$ cat src/hw/rtl/mmfq_cmd_fifo.sv
`default_nettype none

module mmfq_cmd_fifo #(
  parameter int WIDTH = 8,
  parameter int DEPTH = 4
) (
  input  wire logic             clk,
  input  wire logic             rst,
  input  wire logic             push,
  input  wire logic [WIDTH-1:0] push_data,
  output logic                  full,
  input  wire logic             pop,
  output logic                  valid,
  output logic [WIDTH-1:0]      head_data
);

  localparam int PTR_W = (DEPTH > 1) ? $clog2(DEPTH) : 1;
  localparam int CNT_W = $clog2(DEPTH + 1);

  logic [WIDTH-1:0] slots [DEPTH];
  logic [PTR_W-1:0] wr_ptr;
  logic [PTR_W-1:0] rd_ptr;
  logic [CNT_W-1:0] count;

  assign full      = (count == CNT_W'(DEPTH));
  assign valid     = (count != '0);
  assign head_data = slots[rd_ptr];

  always_ff @(posedge clk) begin
    if (push) begin
      slots[wr_ptr] <= push_data;
    end
  end

  always_ff @(posedge clk) begin
    if (rst) begin
      wr_ptr <= '0;
      rd_ptr <= '0;
      count  <= '0;
    end else begin
      if (push) begin
        wr_ptr <= (wr_ptr == PTR_W'(DEPTH - 1)) ? '0 : wr_ptr + 1'b1;
      end
      if (pop) begin
        rd_ptr <= (rd_ptr == PTR_W'(DEPTH - 1)) ? '0 : rd_ptr + 1'b1;
      end
      if (push && !pop) begin
        count <= count + 1'b1;
      end else if (pop && !push) begin
        count <= count - 1'b1;
      end
    end
  end

endmodule

`default_nettype wire

$ cat config.mk
export PLATFORM = sky130hd
export DESIGN_NAME = mmfq_cmd_fifo
export DESIGN_NICKNAME = d
export VERILOG_FILES = /design/src/hw/rtl/mmfq_cmd_fifo.sv
export SDC_FILE = /design/constraint.sdc
export NUM_CORES = 1
export LEC_CHECK = 0
export BUFFER_PORTS_ARGS = -buffer_cell sky130_fd_sc_hd__buf_4
export CAP_MARGIN = 40
export CORE_ASPECT_RATIO = 1.5
export CORE_MARGIN = 5
export CORE_UTILIZATION = 58
export CTS_BUF_LIST = sky130_fd_sc_hd__clkbuf_4 sky130_fd_sc_hd__clkbuf_8
export DETAILED_ROUTE_END_ITERATION = 7
export HOLD_SLACK_MARGIN = 0.12
export PLACE_DENSITY_LB_ADDON = 0.25
export SLEW_MARGIN = 20
export SYNTH_ARGS = -nofsm -noshare
export SYNTH_HDL_FRONTEND = slang
export SYNTH_SLANG_ARGS = --single-unit
$ cat constraint.sdc
create_clock -name clk -period 2.1 [get_ports clk]
set_input_delay 0.63 -clock clk [delete_from_list [all_inputs] [get_ports clk]]
set_output_delay 0.63 -clock clk [all_outputs]
set_load 0.01 [all_outputs]
==> tab_implementation.tex, run 1 <==
\begin{tabular}{lr}
\hline
Metric & Value \\
\hline
\multicolumn{2}{l}{\textbf{Status}} \\
Result of the run & finished clean \\
\multicolumn{2}{l}{\textbf{Worst setup path}} \\
Worst path max stage delay & around 490 ps \\
Startpoint of the most critical register-to-register path & count[0] \\
Startpoint type of the worst setup path & flip-flop \\
Family of cells with the greatest summed delay on the critical path & multiplexers \\
Critical Path, Cell by Cell & buf\_12, mux4\_2, buf\_4 \\
Critical path required time & around 1500 ps \\
Critical Path Slowest Stage Cell & sky130\_fd\_sc\_hd\_\_mux4\_2 \\
R2R cell count & 4 \\
Endpoint kind of the worst setup timing path & output port \\
Worst path depth & 3 \\
Data arrival time of the critical path & 1410 ps \\
WP buf/inv & 2 \\
Register-to-register path setup slack & a little over 600 ps \\
Crit path to & head\_data[5] \\
Critical R2R Capture & count[2] \\
Maximum net fanout on the critical path & 8 \\
Category of the most critical setup path & reg2out \\
\multicolumn{2}{l}{\textbf{Die}} \\
Die boundary width & 52.9 um \\
Core outline area & 0.00268 mm\^{}2 \\
Initial core utilization & approximately 60\% \\
Top-Level Pins & 22 \\
Floorplan die area & 0.00393 mm\^{}2 \\
Num rows & 23 \\
Die span in y & 74.3 um \\
\multicolumn{2}{l}{\textbf{Synthesis}} \\
Synth warn & 0 \\
Sequential fraction of the synthesis area & 71.4\% \\
Gate count after technology mapping & 86 \\
Library cell occupying the most area in the post-synthesis netlist & sky130\_fd\_sc\_hd\_\_edfxtp\_1 \\
Number of distinct standard cells referenced by the synthesized netlist & 16 \\
Synth Cell Area & 0.00160 mm\^{}2 \\
Ranking of synthesized cells by area & sky130\_fd\_sc\_hd\_\_edfxtp\_1, sky130\_fd\_sc\_hd\_\_dfxtp\_1, sky130\_fd\_sc\_hd\_\_mux4\_2, sky130\_fd\_sc\_hd\_\_ha\_1, sky130\_fd\_sc\_hd\_\_mux2i\_1 \\
Synthesis-stage register bit count & 41 \\
Top-area cell type share of the netlist area & 60.1\% \\
Average cell area after synthesis & about 19 um\^{}2 \\
Syn Nets & $\sim$110 \\
\multicolumn{2}{l}{\textbf{Placement}} \\
Placed cell area & 0.00179 mm\^{}2 \\
Number of port buffers & 21 \\
Placed wire-length estimate after detailed placement & 1.64 mm \\
Final RePlAce weighted congestion & around 0.62 \\
\multicolumn{2}{l}{\textbf{Route}} \\
Mean number of vias per cell & around 5.3 \\
Number of remaining DRC errors & 0 \\
DRT Pass-1 Iters & 3 \\
Final Routed Wirelength & 2.31 mm \\
Vias & 800 \\
Antenna-violating nets left & 0 \\
Number of DRC markers in iteration 0 & 16 \\
Routed WL per cell & about 15 um \\
\multicolumn{2}{l}{\textbf{Timing}} \\
Setup skew after layout & around 4.3 ps \\
Max-slew violation total from the final report & 0 \\
Measured slew at the worst slew-check pin & 421 ps \\
Worst-case headroom to the max-slew limit & a little under three quarters \\
Maximum clock frequency & 490 MHz \\
Clock period minus worst slack & between 2000 and 2500 ps \\
Hold WS & 527 ps \\
Final total negative setup slack & 0 ps \\
Ratio of final minimum period to clock period & about 97\% \\
Hold Fails Final Rpt & 0 \\
Setup repair after global routing missed its margin & yes \\
Final setup violation count & 0 \\
\multicolumn{2}{l}{\textbf{GRT}} \\
Global-route wire length before repair & 3.80 mm \\
Initial antenna violation count & 0 \\
Total global routing overflow & 0 \\
Pin count of the biggest net entering global routing & 15 \\
Total routing resource utilization after global routing & 14.2\% \\
Via count of the first global-routing pass & about 850 \\
\multicolumn{2}{l}{\textbf{Clock tree}} \\
Clk root buf & sky130\_fd\_sc\_hd\_\_clkbuf\_8 \\
CTS tree & done \\
Largest buffer count on any clock path & 2 \\
Number of setup buffers added after CTS & 0 \\
H-Tree Level Count & 2 \\
Clock sink count & between 40 and 50 \\
Clk\_lat worst skew & 290 ps \\
Clock transition at path regs & 80 ps \\
Number of buffers created by CTS & 5 \\
\multicolumn{2}{l}{\textbf{Cells and area}} \\
Antenna diode count & 0 \\
Fin nets & 132 \\
Area occupied by multi-input gates & 427 um\^{}2 \\
Core utilization of the finished layout & 72.1\% \\
Fill cell instance count of the final layout & 170 \\
Most common cell after layout, fill and taps aside & sky130\_fd\_sc\_hd\_\_edfxtp\_1 \\
Share of post-route cells with drive strength above 1 & 34.2\% \\
Seq. cell area & 0.00114 mm\^{}2 \\
Final Instance Area & between 0.0015 and 0.002 mm\^{}2 \\
Layout overhead on the synthesized area & 20.7\% \\
Most used cells in the layout excluding fill and tap cells & sky130\_fd\_sc\_hd\_\_edfxtp\_1, sky130\_fd\_sc\_hd\_\_buf\_4, sky130\_fd\_sc\_hd\_\_mux4\_2, sky130\_fd\_sc\_hd\_\_dfxtp\_1, sky130\_fd\_sc\_hd\_\_nor2\_1 \\
\multicolumn{2}{l}{\textbf{Pwr}} \\
Total leakage power & around 0.72 nW \\
Total power divided by cell area & around 920 mW/mm\^{}2 \\
IR Drop Worst-Case VDD & 0.701 mV \\
\multicolumn{2}{l}{\textbf{Flow run}} \\
Number of maximum-capacitance violations & 0 \\
\multicolumn{2}{l}{\textbf{Worst hold path}} \\
Worst min path class & reg2reg \\
\hline
\end{tabular}
-- layout make-up --
type                    count  share of cell area, %
flip-flops and latches     41                   59.2
multi-input cells          39                   22.1
repair buffers             22                   9.60
clock buffers               5                   3.57
well taps                  37                   2.40
clock inverters             3                   2.33
inverters                   4                  0.778
-- registers in the layout (all words and copies together), names as in the netlist, named ones only --
register	flops
slots	32
count	3
rd_ptr	2
wr_ptr	2
-- power by group --
group          switching (mW)  leakage, nW  internal (mW)
Combinational          0.0969        0.296          0.121
Sequential             0.0278        0.369          0.923
Clock                   0.258       0.0587          0.356
Total                   0.382        0.724           1.40
-- worst register-to-register path, stage by stage (launching register included) --
cell	delay, ps
sky130_fd_sc_hd__dfxtp_1	360
sky130_fd_sc_hd__fa_1	450
sky130_fd_sc_hd__xor2_1	160
sky130_fd_sc_hd__or3_1	320
sky130_fd_sc_hd__a21oi_1	140
-- cells in the mapped netlist --
library cell	count
sky130_fd_sc_hd__and2_1	4
sky130_fd_sc_hd__clkbuf_2	1
sky130_fd_sc_hd__o21ai_0	1
sky130_fd_sc_hd__mux4_2	8
sky130_fd_sc_hd__dfxtp_1	9
sky130_fd_sc_hd__xor2_1	2
sky130_fd_sc_hd__buf_6	1
sky130_fd_sc_hd__fa_1	1
sky130_fd_sc_hd__ha_1	6
sky130_fd_sc_hd__edfxtp_1	32
sky130_fd_sc_hd__a21oi_1	2
sky130_fd_sc_hd__or3_1	2
sky130_fd_sc_hd__inv_1	4
sky130_fd_sc_hd__nor2_1	7
sky130_fd_sc_hd__mux2i_1	4
sky130_fd_sc_hd__nor3b_1	2
-- metrics by stage --
step / power [mW] / setup WS (ps) / std cells
6_report: 1.78 / 57.2 / 151
5_1_grt: 1.87 / -7.87 / 151
4_1_cts: 1.80 / 6.79 / 151
3_5_place_dp: 1.18 / -54.1 / 143
3_3_place_gp: 1.17 / 56.0 / 143
2_1_floorplan: 1.09 / 208 / 86
-- logic make-up after synthesis --
| kind of cell | Yosys count | synth area share, % |
|---|---|---|
| AO/OA/AOI/OAI | 3 | 0.939 |
| XOR/XNOR | 2 | 1.10 |
| adder cells (fa/ha/maj) | 7 | 5.95 |
| buffers and inverters | 6 | 1.96 |
| flip-flops | 41 | 71.4 |
| multiplexers | 12 | 13.8 |
| AND/OR/NAND/NOR | 15 | 4.93 |
-- worst min path at each step --
stage	start	to	slack (ps)	cells past startpoint
floorplan	count[2]	count[2]	460	2
global placement	count[2]	count[2]	480	2
detailed placement	count[2]	count[2]	500	2
CTS	count[2]	count[2]	510	2
global route	push_data[7]	slots[1][7]	510	1
finish	count[2]	count[2]	530	2
-- layer usage --
| layer | wire length [um] | share of wire, % | vias up | global-route usage [%] |
|---|---|---|---|---|
| met3 | 144 | 6.2 | 4 | 6.01 |
| met1 | 888 | 39 | 397 | 15.8 |
| met5 | 0 | 0 | - | 0 |
| met2 | 1240 | 54 | 21 | 22.8 |
| met4 | 34 | 1.5 | 0 | 7.67 |
| li1 | - | - | 378 | - |
-- repair_timing --
| item | in CTS | in global routing |
|---|---|---|
| hold buffers | 0 | 0 |
| endpoints found under the hold margin | 0 | 0 |
| setup endpoints to repair | 8 | 8 |
| gates resized for setup | 1 | 5 |
(Power assumes the default switching activity.)
==> run 2, diff against run 1 <==
--- a/config.mk
+++ b/config.mk
@@ -14,6 +14,7 @@
 export DETAILED_ROUTE_END_ITERATION = 7
 export HOLD_SLACK_MARGIN = 0.12
 export PLACE_DENSITY_LB_ADDON = 0.25
+export RECOVER_POWER = 100
 export SLEW_MARGIN = 20
 export SYNTH_ARGS = -nofsm -noshare
 export SYNTH_HDL_FRONTEND = slang
==> run 2 against run 1 <==
Clock skew barely moved. First-iteration DRC count fell by 6.3%. Critical path type unchanged. Sequential power barely moved. Wire length barely moved. Maximum frequency barely moved. Cell area fell by 2.1%. Critical path depth did not move. Via count fell by 0.38%. Register-to-register slack barely moved. Critical endpoint unchanged.
==> tab_implementation.tex, run 2 (synthesized netlist as in run 1, its figures left out) <==
\begin{tabular}{lr}
\hline
Metric & Value \\
\hline
\multicolumn{2}{l}{\textbf{Timing}} \\
Max-slew violation total from the final report & 0 (unchanged) \\
Hold Fails Final Rpt & 0 (unchanged) \\
Final setup violation count & 0 (unchanged) \\
Setup skew after layout & 4.47 ps (+0.182 ps) \\
Measured slew at the worst slew-check pin & 605 ps (+183 ps) \\
Maximum clock frequency & 489 MHz (about the same) \\
Worst-case headroom to the max-slew limit & 59.7\% (-12 points) \\
Setup repair after global routing missed its margin & yes \\
Ratio of final minimum period to clock period & 97.3\% (about the same) \\
Final total negative setup slack & 0 ps (unchanged) \\
Clock period minus worst slack & 2040 ps (+0.483 ps) \\
\multicolumn{2}{l}{\textbf{Clock tree}} \\
Clock sink count & 41 (unchanged) \\
H-Tree Level Count & 2 (unchanged) \\
Clk root buf & sky130\_fd\_sc\_hd\_\_clkbuf\_8 \\
Clock transition at path regs & 80 ps (about the same) \\
Number of setup buffers added after CTS & 0 (unchanged) \\
Number of buffers created by CTS & 5 (unchanged) \\
Clk\_lat worst skew & 290 ps (about the same) \\
Largest buffer count on any clock path & 2 (unchanged) \\
CTS tree & done \\
\multicolumn{2}{l}{\textbf{Cells and area}} \\
Fin nets & 132 (unchanged) \\
Most common cell after layout, fill and taps aside & sky130\_fd\_sc\_hd\_\_edfxtp\_1 \\
Reg with most FFs & slots \\
Core utilization of the finished layout & 70.5\% (-1.5 points) \\
Largest registers & slots: 32 flops, count: 3 flops \\
Number of flip-flops in the largest register & 32 (unchanged) \\
Share of post-route cells with drive strength above 1 & 24.6\% (-9.6 points) \\
Layout overhead on the synthesized area & 18.1\% \\
Antenna diode count & 0 (unchanged) \\
Most used cells in the layout excluding fill and tap cells & sky130\_fd\_sc\_hd\_\_edfxtp\_1, sky130\_fd\_sc\_hd\_\_clkbuf\_1, sky130\_fd\_sc\_hd\_\_mux4\_2, sky130\_fd\_sc\_hd\_\_dfxtp\_1, sky130\_fd\_sc\_hd\_\_buf\_4 \\
Final Instance Area & 0.00189 mm\^{}2 (-2.1\%) \\
\multicolumn{2}{l}{\textbf{Worst setup path}} \\
Startpoint type of the worst setup path & flip-flop \\
Maximum net fanout on the critical path & 8 (unchanged) \\
Data arrival time of the critical path & 1410 ps (about the same) \\
Critical path required time & 1470 ps (about the same) \\
Endpoint kind of the worst setup timing path & output port \\
Category of the most critical setup path & reg2out \\
\multicolumn{2}{l}{\textbf{Die}} \\
Top-Level Pins & 22 (unchanged) \\
Die boundary width & 52.9 um (unchanged) \\
Initial core utilization & 59.7\% (unchanged) \\
Die span in y & 74.3 um (unchanged) \\
Floorplan die area & 0.00393 mm\^{}2 (unchanged) \\
Core outline area & 0.00268 mm\^{}2 (unchanged) \\
Num rows & 23 (unchanged) \\
\multicolumn{2}{l}{\textbf{Pwr}} \\
IR Drop Worst-Case VDD & 0.693 mV (-1.2\%) \\
Total leakage power & 0.680 nW (-6.1\%) \\
Internal power consumption & 1.39 mW (-1.0\%) \\
Sequential share of power & 53.8\% (+0.5 points) \\
Switching power as a share of total power & 21.6\% (+0.17 points) \\
Total power divided by cell area & 936 mW/mm\^{}2 (+1.3\%) \\
Net switching power & 0.382 mW (about the same) \\
Portion of total power attributed to the clock network & 34.7\% (+0.3 points) \\
Combinational Power Share & 11.5\% (-0.7 points) \\
\multicolumn{2}{l}{\textbf{GRT}} \\
Total global routing overflow & 0 (unchanged) \\
Pin count of the biggest net entering global routing & 15 (unchanged) \\
Initial antenna violation count & 0 (unchanged) \\
Via count of the first global-routing pass & 854 (unchanged) \\
Global-route wire length before repair & 3.80 mm (unchanged) \\
Total routing resource utilization after global routing & 14.2\% (unchanged) \\
\multicolumn{2}{l}{\textbf{Status}} \\
Result of the run & finished clean \\
\multicolumn{2}{l}{\textbf{Placement}} \\
Number of port buffers & 21 (unchanged) \\
Placed wire-length estimate after detailed placement & 1.64 mm (unchanged) \\
Placed cell area & 0.00179 mm\^{}2 (unchanged) \\
Final RePlAce weighted congestion & 0.620 (unchanged) \\
\multicolumn{2}{l}{\textbf{Route}} \\
Mean number of vias per cell & 5.28 (-0.38\%) \\
Vias & 797 (-0.38\%) \\
DRT Pass-1 Iters & 4 (+1) \\
Routed WL per cell & 15.3 um (about the same) \\
Antenna-violating nets left & 0 (unchanged) \\
Number of remaining DRC errors & 0 (unchanged) \\
Final Routed Wirelength & 2.30 mm (about the same) \\
Number of DRC markers in iteration 0 & 15 (-1) \\
\multicolumn{2}{l}{\textbf{Worst hold path}} \\
Worst min path class & reg2reg \\
\multicolumn{2}{l}{\textbf{Flow run}} \\
Number of maximum-capacitance violations & 0 (unchanged) \\
\hline
\end{tabular}
run 2: cell types whose count changed in the layout (fill, tap and decap cells not counted), sizes merged:
| cell | previous run | this run |
|---|---|---|
| buf | 22 | 11 |
| clkbuf | 5 | 16 |
run 2: path summary, 6_finish.rpt:
kind | startpoint | depth (start not counted) | slack (ps) | endpoint
max | flip-flop | 3 | 60 | head_data[5]
min | count[2] | 2 | 530 | count[2]
max reg2reg | count[0] | 4 | 620 | count[2]
min reg2reg | count[2] | 2 | 530 | count[2]
run 2: critical path, stage by stage, from the launching register on:
cell and delay (ps):
sky130_fd_sc_hd__dfxtp_2 340, sky130_fd_sc_hd__buf_12 130, sky130_fd_sc_hd__mux4_2 490, sky130_fd_sc_hd__buf_4 160
run 2: timing repair:
item / 4_1_cts / 5_1_grt
setup endpoints to repair: 8 / 8
resized for setup: 1 / 5
pin swaps: 0 / 0
hold buffers: 0 / 0
cloned: 0 / 0
run 2: final cells by class:
class / instances / area (um^2)
multi-input combinational: 39 / 427
clock inverter: 3 / 45.0
sequential: 41 / 1140
inverter: 4 / 15.0
clock buffer: 5 / 68.8
timing repair buffer: 22 / 144
tap: 37 / 46.3
fill: 187 / 788
run 2: per-layer routing:
metal	global-route usage, %	wire length (um)	up-vias
li1	-	-	378
met1	15.8	877	394
met2	22.8	1250	21
met3	6.01	144	4
met4	7.67	34	0
met5	0	0	-
run 2: power by group through the flow:
| stage | Sequential, mW | Clock, mW | Combinational [mW] |
|---|---|---|---|
| after global placement | 0.966 | 0 | 0.203 |
| after global routing | 0.957 | 0.675 | 0.222 |
| after detailed placement | 0.969 | 0 | 0.212 |
| after floorplan | 0.958 | 0 | 0.128 |
| final | 0.951 | 0.614 | 0.203 |
| after CTS | 0.951 | 0.632 | 0.214 |
run 2: metrics by stage:
step / std cells / total power [mW] / setup WS, ps / hold slack [ps]
after floorplan: 86 / 1.09 / 208 / 455
after global placement: 143 / 1.17 / 56.0 / 476
after detailed placement: 143 / 1.18 / -54.1 / 497
after CTS: 151 / 1.80 / 6.79 / 510
after global routing: 151 / 1.85 / -7.87 / 545
final: 151 / 1.77 / 56.7 / 527
