## config.mk

```make
export PLATFORM = sky130hd
export DESIGN_NAME = mmfq_front
export DESIGN_NICKNAME = d
export VERILOG_FILES = /design/src/hw/rtl/mmfq_pkg.sv /design/src/hw/rtl/mmfq_front.sv
export SDC_FILE = /design/constraint.sdc
export NUM_CORES = 1
export LEC_CHECK = 0
export BUFFER_PORTS_ARGS = -buffer_cell sky130_fd_sc_hd__buf_2
export CAP_MARGIN = 30
export CORE_ASPECT_RATIO = 0.7
export CORE_MARGIN = 4
export CORE_UTILIZATION = 42
export DETAILED_ROUTE_END_ITERATION = 16
export GPL_TIMING_DRIVEN = 0
export PLACE_DENSITY_LB_ADDON = 0.3
export SLEW_MARGIN = 20
export SYNTH_ARGS = -nofsm -noshare
export SYNTH_HDL_FRONTEND = slang
export SYNTH_SLANG_ARGS = --single-unit
```

## constraint.sdc

```tcl
create_clock -name clk -period 5.4 [get_ports clk]
set_input_delay 0.54 -clock clk [delete_from_list [all_inputs] [get_ports clk]]
set_output_delay 0.54 -clock clk [all_outputs]
set_load 0.01 [all_outputs]
```

## src/hw/rtl/mmfq_pkg.sv

```systemverilog
`default_nettype none

package mmfq_pkg;

  // Default sizing
  localparam int QUEUE_DEPTH_DEF    = 256;
  localparam int KEEP_BYTES_DEF     = 8;
  localparam int CMD_FIFO_DEPTH_DEF = 4;

  // Stream payload widths
  localparam int IN_TDATA_W  = 40;  // data_byte, time_ticks
  localparam int IN_TUSER_W  = 2;   // operation
  localparam int OUT_TDATA_W = 72;  // event fields, zero padded to whole bytes

  // Operation codes carried in the slave-side tuser
  localparam logic [1:0] OP_BYTE  = 2'd0;
  localparam logic [1:0] OP_POLL  = 2'd1;
  localparam logic [1:0] OP_CLEAR = 2'd2;

  // MIDI byte classes
  localparam logic [7:0] STATUS_MIN      = 8'h80;
  localparam logic [7:0] SYSEX_START     = 8'hF0;
  localparam logic [7:0] SYSEX_END       = 8'hF7;
  localparam logic [3:0] CLASS_PROGRAM   = 4'hC;
  localparam logic [3:0] CLASS_PRESSURE  = 4'hD;
  localparam logic [15:0] LENGTH_SAT     = 16'hFFFF;

  typedef enum logic [1:0] {
    CMD_PUSH,
    CMD_POLL,
    CMD_CLEAR
  } cmd_kind_t;

  // Per-event bookkeeping kept beside the stored bytes
  typedef struct packed {
    logic        truncated;
    logic [15:0] sysex_length;
    logic [6:0]  byte_count;
    logic [31:0] event_time;
  } info_t;

  localparam int INFO_W = $bits(info_t);

  // Command handed from the parser to the event store
  typedef struct packed {
    cmd_kind_t kind;
    logic      empty;   // poll found the queue empty
    info_t     info;    // valid for pushes
  } cmd_t;

  localparam int CMD_W = $bits(cmd_t);

endpackage

`default_nettype wire

```

## src/hw/rtl/mmfq_front.sv

```systemverilog
`default_nettype none

module mmfq_front #(
  parameter int QUEUE_DEPTH = mmfq_pkg::QUEUE_DEPTH_DEF,
  parameter int KEEP_BYTES  = mmfq_pkg::KEEP_BYTES_DEF
) (
  input  wire logic                    clk,
  input  wire logic                    rst,
  input  wire logic                    in_valid,
  output logic                         in_ready,
  input  wire logic [1:0]              operation,
  input  wire logic [7:0]              data_byte,
  input  wire logic                    last_in_packet,
  input  wire logic [31:0]             time_ticks,
  input  wire logic                    cmd_full,
  output logic                         cmd_valid,
  output mmfq_pkg::cmd_t               cmd,
  output logic [KEEP_BYTES*8-1:0]      cmd_bytes
);

  import mmfq_pkg::*;

  localparam int FILL_W = $clog2(QUEUE_DEPTH + 1);

  logic [7:0]        build_bytes [KEEP_BYTES];
  logic [15:0]       build_length;
  logic [1:0]        build_expected;
  logic              build_open;
  logic              build_is_sysex;
  logic [FILL_W-1:0] fill;

  logic [7:0]        build_bytes_next [KEEP_BYTES];
  logic [15:0]       build_length_next;
  logic [1:0]        build_expected_next;
  logic              build_open_next;
  logic              build_is_sysex_next;
  logic [FILL_W-1:0] fill_next;

  logic accept;
  logic done;       // message complete on this byte
  logic do_finish;
  logic do_close;

  assign in_ready = !cmd_full;
  assign accept   = in_valid && in_ready;

  always_comb begin
    build_bytes_next    = build_bytes;
    build_length_next   = build_length;
    build_expected_next = build_expected;
    build_open_next     = build_open;
    build_is_sysex_next = build_is_sysex;
    fill_next           = fill;
    done                = 1'b0;
    do_finish           = 1'b0;
    do_close            = 1'b0;
    cmd_valid           = 1'b0;
    cmd                 = '0;
    cmd_bytes           = '0;

    if (accept) begin
      unique case (operation)
        OP_BYTE: begin
          if (build_open || data_byte >= STATUS_MIN) begin
            if (!build_open) begin
              build_length_next   = '0;
              build_expected_next = '0;
              build_is_sysex_next = 1'b0;
            end
            for (int i = 0; i < KEEP_BYTES; i++) begin
              if (build_length_next == 16'(i)) begin
                build_bytes_next[i] = data_byte;
              end
            end
            if (build_length_next != LENGTH_SAT) begin
              build_length_next = build_length_next + 16'd1;
            end

            if (build_open) begin
              if (build_is_sysex) begin
                done = (data_byte == SYSEX_END);
              end else begin
                done = (build_length_next >= {14'd0, build_expected});
              end
            end else if (data_byte == SYSEX_START) begin
              build_open_next     = 1'b1;
              build_is_sysex_next = 1'b1;
            end else if (data_byte >= SYSEX_START) begin
              done = 1'b1;
            end else begin
              build_open_next     = 1'b1;
              build_expected_next = (data_byte[7:4] == CLASS_PROGRAM ||
                                     data_byte[7:4] == CLASS_PRESSURE) ? 2'd2 : 2'd3;
            end
          end

          // packet end: open sysex is flushed, short message dropped
          do_finish = done || (last_in_packet && build_open_next && build_is_sysex_next);
          do_close  = do_finish || (last_in_packet && build_open_next);

          if (do_finish && build_length_next != '0 && fill < FILL_W'(QUEUE_DEPTH)) begin
            cmd_valid = 1'b1;
            cmd.kind  = CMD_PUSH;
            cmd.info.event_time = time_ticks;
            if (build_length_next > 16'(KEEP_BYTES)) begin
              cmd.info.byte_count = 7'(KEEP_BYTES);
              cmd.info.truncated  = 1'b1;
            end else begin
              cmd.info.byte_count = build_length_next[6:0];
              cmd.info.truncated  = 1'b0;
            end
            cmd.info.sysex_length = build_is_sysex_next ? build_length_next : 16'd0;
            for (int i = 0; i < KEEP_BYTES; i++) begin
              cmd_bytes[i*8 +: 8] = build_bytes_next[i];
            end
            fill_next = fill + 1'b1;
          end

          if (do_close) begin
            build_open_next     = 1'b0;
            build_is_sysex_next = 1'b0;
            build_length_next   = '0;
            build_expected_next = '0;
          end
        end
        OP_POLL: begin
          cmd_valid = 1'b1;
          cmd.kind  = CMD_POLL;
          cmd.empty = (fill == '0);
          if (fill != '0) begin
            fill_next = fill - 1'b1;
          end
        end
        OP_CLEAR: begin
          cmd_valid           = 1'b1;
          cmd.kind            = CMD_CLEAR;
          fill_next           = '0;
          build_open_next     = 1'b0;
          build_is_sysex_next = 1'b0;
          build_length_next   = '0;
          build_expected_next = '0;
        end
        default: ;
      endcase
    end
  end

  always_ff @(posedge clk) begin
    build_bytes <= build_bytes_next;
  end

  always_ff @(posedge clk) begin
    if (rst) begin
      build_length   <= '0;
      build_expected <= '0;
      build_open     <= 1'b0;
      build_is_sysex <= 1'b0;
      fill           <= '0;
    end else begin
      build_length   <= build_length_next;
      build_expected <= build_expected_next;
      build_open     <= build_open_next;
      build_is_sysex <= build_is_sysex_next;
      fill           <= fill_next;
    end
  end

endmodule

`default_nettype wire

```

==> impl_metrics.py, run 1 <==
metrics = {
    "die": {
        "die_area_um2": 17700,
        "die_w_um": 157,
        "row_count": 37,
        "die_h_um": 112,
        "io_pins": 172,
        "core_um2": 15000,
        "start_util_pct": 43.7,
    },
    "timing": {
        "finClkSkew_ns": 0.00762,
        "relSlewSlack_pct": 49.7,
        "slew_violations": 0,
        "holdWs_ns": 0.490,
        "fin_crit_ns": 5.23,
        "worstMarginPinSlew_ns": 0.754,
        "setup_viol": 0,
        "min_period_over_period_pct": 96.8,
        "hold_viol_final": 0,
        "finalSetupTns_ns": 0,
        "clock.fmax_mhz": 191,
    },
    "global_routing": {
        "gr-total-overflow": 0,
        "grt_pass1_vias": 5812,
        "grt_usage_pct": 21.8,
        "grt_antenna_before_repair": 0,
        "grt_max_degree": 49,
        "grt_pass1_wl_um": 31200,
    },
    "setup_path": {
        "critical_path_class": "flop to output pin",
        "crit_path_start_kind": "flop",
        "r2r-start": "build_open$_SDFFE_PP0P_",
        "path_max_fanout": 10,
        "regToRegSetupSlack_ns": 0.92,
        "reg2reg_depth": 20,
        "cp.arrival_ns": 4.69,
        "worstPathRequired_ns": 4.86,
        "cp-end-kind": "output pin",
        "timing.rr.end": "fill[0]$_SDFFE_PP0P_",
    },
    "synth": {
        "ys_seq_area_share_pct": 38.3,
        "synth_area_per_cell_um2": 9.15,
        "synth_top_cells_by_area": "edfxtp_1 (29%), mux2_2 (11%), dfxtp_1 (8.9%)",
        "yosysTopAreaCell": "edfxtp_1",
        "yosysWarnings": 0,
        "yosysTopAreaCellShare_pct": 29.4,
        "synth.top_cells.by_count": "nor2_1 (74), nor2b_1 (69), edfxtp_1 (64)",
        "yosysMostFrequentCell": "nor2_1",
        "async_reset_ff_share_pct": 0,
        "synth_edf_count": 64,
        "synth_flop_cell": "edfxtp_1",
        "synth_cell_types": 74,
        "netlist_area_um2": 6540,
        "synth-seq-cells": 93,
        "syn-instance-count": 715,
    },
    "placed_design": {
        "gp_congestion": 0.936,
        "hpwl_um": 14600,
        "portBuffers": 160,
        "place_area_um2": 7620,
    },
    "power_and_ir_drop": {
        "totalPowerFinal_w": 0.00154,
        "cellLeakagePower_nw": 3.69,
        "ir_drop_mv": 0.204,
        "pwr_density_cell_nw_per_um2": 186,
    },
    "clock_network": {
        "cts_buffer_depth": 2,
        "clockRootBuffer": "clkbuf_16",
        "cts_max_level": 3,
        "cts_buffers": 9,
        "cts_tree": "done",
        "clock_latency_ns": 0.35,
        "cts_sinks": 93,
        "clkTransAtPathRegs_ns": 0.07,
    },
    "worst_hold_path": {
        "min_from": "fill[7]$_SDFFE_PP0P_",
        "hold_path_end": "fill[7]$_SDFFE_PP0P_",
        "hold_class": "flop to flop",
        "hold_depth": 2,
    },
    "detailed_routing": {
        "wl_per_cell_um": 17.9,
        "first_pass_iters": 5,
        "ant_nets": 0,
        "drc": 0,
        "drt_iter0_drc": 423,
        "vias": 6045,
        "viasPerCell": 5.45,
        "finalWirelength_um": 19800,
    },
    "cells_and_area": {
        "area_delta_synth_final_pct": 26.5,
        "antenna_cells": 0,
        "final_layout_size_suffix_gt1_share_pct": 35.2,
        "n_fill_cell": 1381,
        "final_area_um2": 8270,
        "nets": 977,
    },
    "outcome": {
        "outcome": "finished, final reports clean",
    },
    "run": {
        "maxCapViolations": 0,
    },
}
[cell usage in the layout, fill, tap and decap left out, types with 4 or more instances in the layout]
cell | netlist | final
dfxtp_1 | 29 | 28
mux2_2 | 62 | 62
nor3_1 | 16 | 16
nor3b_1 | 7 | 7
nand2b_1 | 4 | 4
buf_6 | 7 | 6
and3_1 | 6 | 6
nand3_1 | 21 | 21
a21oi_1 | 20 | 20
buf_1 | 4 | 4
o21ai_0 | 21 | 21
ha_1 | 19 | 18
nor2_1 | 74 | 73
clkbuf_1 | 20 | 17
edfxtp_1 | 64 | 64
nand2_1 | 50 | 46
a31oi_1 | 6 | 6
nor4_1 | 14 | 13
buf_4 | 7 | 30
mux2i_1 | 9 | 9
xnor2_1 | 8 | 8
nor2b_1 | 69 | 68
inv_1 | 56 | 54
a32oi_1 | 15 | 15
o211ai_1 | 5 | 5
nand4_1 | 11 | 11
inv_6 | 0 | 4
buf_2 | 15 | 169
clkbuf_16 | 0 | 10
and2_1 | 6 | 6
[critical path, stage by stage, from the launching register on]
cell and delay [ns]:
dfxtp_4 0.37, buf_12 0.12, clkbuf_16 0.15, nand2_4 0.07, inv_4 0.08, ha_4 0.15, nand2_4 0.08, or4_4 0.58
nor2_4 0.13, xnor2_1 0.08, ha_1 0.30, nor2b_2 0.13, o221ai_2 0.11, a211oi_2 0.21, nand4_1 0.10, or4b_4 0.52
a31o_4 0.27, o211ai_4 0.22, buf_8 0.17, bufbuf_16 0.26, nor3b_1 0.05, buf_2 0.17
[logic make-up (layout without fill, tap and decap cells)]
| group | after synthesis | count (layout) | synth area share (%) |
|---|---|---|---|
| other | 1 | 3 | 0.0573 |
| xor gates and xnor gates | 10 | 10 | 1.34 |
| buffers and inverters | 110 | 308 | 7.80 |
| DFF | 93 | 93 | 38.3 |
| and+or+nand+nor | 303 | 303 | 25.0 |
| AOI/OAI and AO/OA | 106 | 106 | 11.4 |
| adders and majority gates | 20 | 20 | 3.94 |
| muxes | 72 | 72 | 12.2 |
[metal layers]
| layer | part of all wire (%) | GRT usage (%) | vias up |
|---|---|---|---|
| met1 | 48 | 33.5 | 2863 |
| li1 | - | - | 2947 |
| met4 | 0.69 | 4.18 | 0 |
| met5 | 0 | 0 | - |
| met3 | 7.6 | 4.70 | 13 |
| met2 | 43 | 31.6 | 222 |
[cell type report]
type                    instances  area, um^2  share of cell area, %
multi-input cells             514        3630                   43.9
flip-flops and latches         93        2510                   30.3
repair buffers                183        1020                   12.4
plain buffers                  52         350                   4.23
well taps                     195         244                   2.95
clock buffers                   9         225                   2.72
inverters                      57         216                   2.62
clock inverters                 7        73.8                  0.892
[repair_timing]
item	in CTS	in global routing
hold buffers	0	0
endpoints found under the setup margin	147	118
setup buffers	10	8
pin swaps	7	11
cloned	1	1
resized for setup	32	13
[through the flow]
| step | setup slack (ns) | utilization [%] | std cells |
|---|---|---|---|
| 2_1_floorplan | 0.295 | - | 717 |
| 3_3_place_gp | -0.931 | 50.8 | 1072 |
| 3_5_place_dp | -0.978 | 51.0 | 1073 |
| 4_1_cts | 0.000216 | 54.6 | 1100 |
| 5_1_grt | -0.0159 | 55.3 | 1110 |
| 6_report | 0.174 | 55.3 | 1110 |
[flip-flops by register name (all words and copies together) (netlist names)]
name / cells
build_expected: 2
build_bytes: 64
build_open: 1
fill: 9
build_length: 16
build_is_sysex: 1
[power breakdown]
group          switching [W]  leakage (nW)  internal [W]  total (W)
clock network       0.000308         0.148      0.000330   0.000638
logic              0.0000820          2.72     0.0000508   0.000133
registers         0.00000416         0.816      0.000766   0.000770
[worst max path at each step]
stage                                             from  endpoint  slack [ns]  cells after the start
after detailed placement       build_open$_SDFFE_PP0P_   cmd[45]       -0.98                     22
after global routing      build_length[0]$_SDFFE_PP0P_   cmd[46]       -0.02                     19
after CTS                      build_open$_SDFFE_PP0P_   cmd[39]      0.0002                     22
final                          build_open$_SDFFE_PP0P_   cmd[46]        0.17                     21
after global placement         build_open$_SDFFE_PP0P_   cmd[44]       -0.93                     22
after floorplan                build_open$_SDFFE_PP0P_   cmd[39]        0.29                     21
No activity file was read; power rests on OpenSTA's default activity.
==> run 2: changes to the inputs <==
--- a/config.mk
+++ b/config.mk
@@ -5,7 +5,7 @@
 export SDC_FILE = /design/constraint.sdc
 export NUM_CORES = 1
 export LEC_CHECK = 0
-export BUFFER_PORTS_ARGS = -buffer_cell sky130_fd_sc_hd__buf_2
+export BUFFER_PORTS_ARGS = -buffer_cell sky130_fd_sc_hd__clkbuf_2
 export CAP_MARGIN = 30
 export CORE_ASPECT_RATIO = 0.7
 export CORE_MARGIN = 4
==> run 2 against run 1 <==
Hold slack better by 0.0082 ns. Sequential share of layout area is 0.16 points higher. Combinational power hardly changed. Worst setup slack better by 0.048 ns. First-iteration DRC count rose by 8.7%. Cell area decreased by 0.42%. Flip-flop and latch count unchanged. Clock skew increased by 0.0016 ns. Power up 0.20%. Via count about the same. Utilization decreased by 0.23 points. Critical endpoint is now cmd[52]. Largest cell class unchanged. Highest routed layer unchanged.
==> impl_metrics.py, run 2 (synthesis results as in run 1) <==
metrics = {
    "die": {
        "row_count": 37,
        "die_h_um": 112,
        "die_area_um2": 17700,
        "die_w_um": 157,
        "core_um2": 15000,
        "start_util_pct": 43.7,
        "io_pins": 172,
    },
    "global_routing": {
        "grt_usage_pct": 21.9,
        "use_met2_pct": 31.6,
        "use_met1_pct": 34.0,
        "gr-total-overflow": 0,
        "grtUsageMet3_pct": 4.74,
        "grt_pass1_vias": 5816,
        "top_usage_layer": "met1",
        "grt_max_degree": 48,
        "grt_antenna_before_repair": 0,
        "grt_pass1_wl_um": 31300,
    },
    "placed_design": {
        "place_area_um2": 7620,
        "placed_cells": 1073,
        "hpwl_um": 14600,
        "post-place-ws_ns": -0.882,
        "portBuffers": 160,
        "gp_congestion": 0.930,
    },
    "timing": {
        "relSlewSlack_pct": 32.8,
        "finClkSkew_ns": 0.00920,
        "fin_crit_ns": 5.18,
        "grt_setup_unrepaired": "false",
        "min_period_over_period_pct": 95.9,
        "setup_slack_ns": 0.222,
        "worstMarginPinSlew_ns": 1.00,
        "slew_violations": 0,
        "clock.fmax_mhz": 193,
        "hold_viol_final": 0,
        "setup_viol": 0,
    },
    "detailed_routing": {
        "viasPerCell": 5.47,
        "drc": 0,
        "wl_per_cell_um": 17.9,
        "first_pass_iters": 5,
        "drt_iter0_drc": 460,
        "ant_nets": 0,
        "vias": 6047,
        "finalWirelength_um": 19800,
    },
    "setup_path": {
        "regToRegSetupSlack_ns": 0.99,
        "critPathLaunch": "build_open$_SDFFE_PP0P_",
        "critical_path_class": "flop to output pin",
        "cp-end-kind": "output pin",
        "crit_path_end": "cmd[52]",
        "crit_path_start_kind": "flop",
        "cp.arrival_ns": 4.64,
        "reg2reg_depth": 19,
        "timing.rr.end": "fill[0]$_SDFFE_PP0P_",
        "worstPathRequired_ns": 4.86,
        "r2r-start": "build_open$_SDFFE_PP0P_",
        "path_max_fanout": 10,
    },
    "clock_network": {
        "hold_buffers": 0,
        "clkTransAtPathRegs_ns": 0.07,
        "cts_buffers": 9,
        "cts_sinks": 93,
        "cts_buffer_depth": 2,
        "clockRootBuffer": "clkbuf_16",
        "cts_max_level": 3,
        "cts_tree": "done",
        "clock_latency_ns": 0.35,
    },
    "cells_and_area": {
        "final_area_um2": 8240,
        "most-common-layout-cells": "clkbuf_2 (160), nor2_1 (73), nor2b_1 (69), edfxtp_1 (64), mux2_2 (62)",
        "largest_register": "build_bytes",
        "mostFrequentLayoutCell": "clkbuf_2",
        "area_delta_synth_final_pct": 25.9,
        "reg.largest.list": "build_bytes x64, build_length x16, fill x9",
        "antenna_cells": 0,
        "largest_register_ff_count": 64,
        "nets": 972,
        "final_cells": 1105,
        "final_layout_size_suffix_gt1_share_pct": 34.8,
        "n_fill_cell": 1356,
    },
    "power_and_ir_drop": {
        "cellLeakagePower_nw": 3.56,
        "ir_drop_mv": 0.146,
        "pwr_density_cell_nw_per_um2": 187,
    },
    "outcome": {
        "outcome": "finished, final reports clean",
    },
    "worst_hold_path": {
        "hold_class": "flop to flop",
        "min_from": "fill[3]$_SDFFE_PP0P_",
    },
    "run": {
        "maxCapViolations": 0,
    },
}
==> run 2: worst min path at each step <==
stage / to / slack [ns] / depth (start not counted)
after floorplan: fill[7]$_SDFFE_PP0P_ / 0.45 / 2
after global placement: fill[7]$_SDFFE_PP0P_ / 0.47 / 2
after detailed placement: fill[7]$_SDFFE_PP0P_ / 0.48 / 2
after CTS: fill[3]$_SDFFE_PP0P_ / 0.49 / 2
after global routing: fill[6]$_SDFFE_PP0P_ / 0.52 / 2
final: fill[3]$_SDFFE_PP0P_ / 0.50 / 2
==> run 2: final cells by class <==
type | instances | area [um^2] | share of cell area [%]
Clock buffer | 9 | 225 | 2.73
Buffer | 51 | 342 | 4.15
Tap cell | 195 | 244 | 2.96
Clock inverter | 7 | 75.1 | 0.911
Inverter | 57 | 216 | 2.63
Sequential cell | 93 | 2510 | 30.5
Multi-Input combinational cell | 514 | 3630 | 44.0
Timing Repair Buffer | 179 | 1000 | 12.2
==> run 2: what timing repair did <==
item | CTS | global route
buffers inserted | 13 | 3
gates resized for setup | 35 | 11
setup endpoints to repair | 145 | 118
gates cloned | 1 | 0
pin swaps | 6 | 12
==> run 2: stage by stage <==
step	TNS [ns]	power, W	hold WS (ns)	utilization [%]
floorplan	0	0.000866	0.455	-
global placement	-100.28	0.000912	0.471	50.8
detailed placement	-90.05	0.000913	0.484	51.0
CTS	0	0.00155	0.494	54.9
global route	0	0.00159	0.519	55.1
finish	0	0.00154	0.498	55.1
==> run 2: metal layers <==
metal / vias up / share of wire (%) / routed length, um
met5: - / 0 / 0
li1: 2931 / - / -
met2: 236 / 43 / 8480
met3: 16 / 8.1 / 1600
met1: 2864 / 48 / 9530
met4: 0 / 0.83 / 165
==> run 2: power by group <==
part | switching [W] | internal (W)
clock | 0.000313 | 0.000329
combinational | 0.0000822 | 0.0000501
sequential | 0.00000423 | 0.000766
==> run 2: critical path, stage by stage (launching register included) <==
cell       delay [ns]
dfxtp_4          0.39
clkbuf_16        0.16
nand2_4          0.07
inv_4            0.07
ha_4             0.14
nand2_4          0.07
or4_4            0.58
nor2_4           0.12
xnor2_1          0.12
ha_1             0.25
nor2b_1          0.12
o221ai_1         0.15
a211oi_2         0.23
nand4_1          0.12
or4b_4           0.56
a31o_4           0.27
o211ai_4         0.23
buf_12           0.16
bufbuf_16        0.25
nor3b_1          0.05
buf_2            0.16
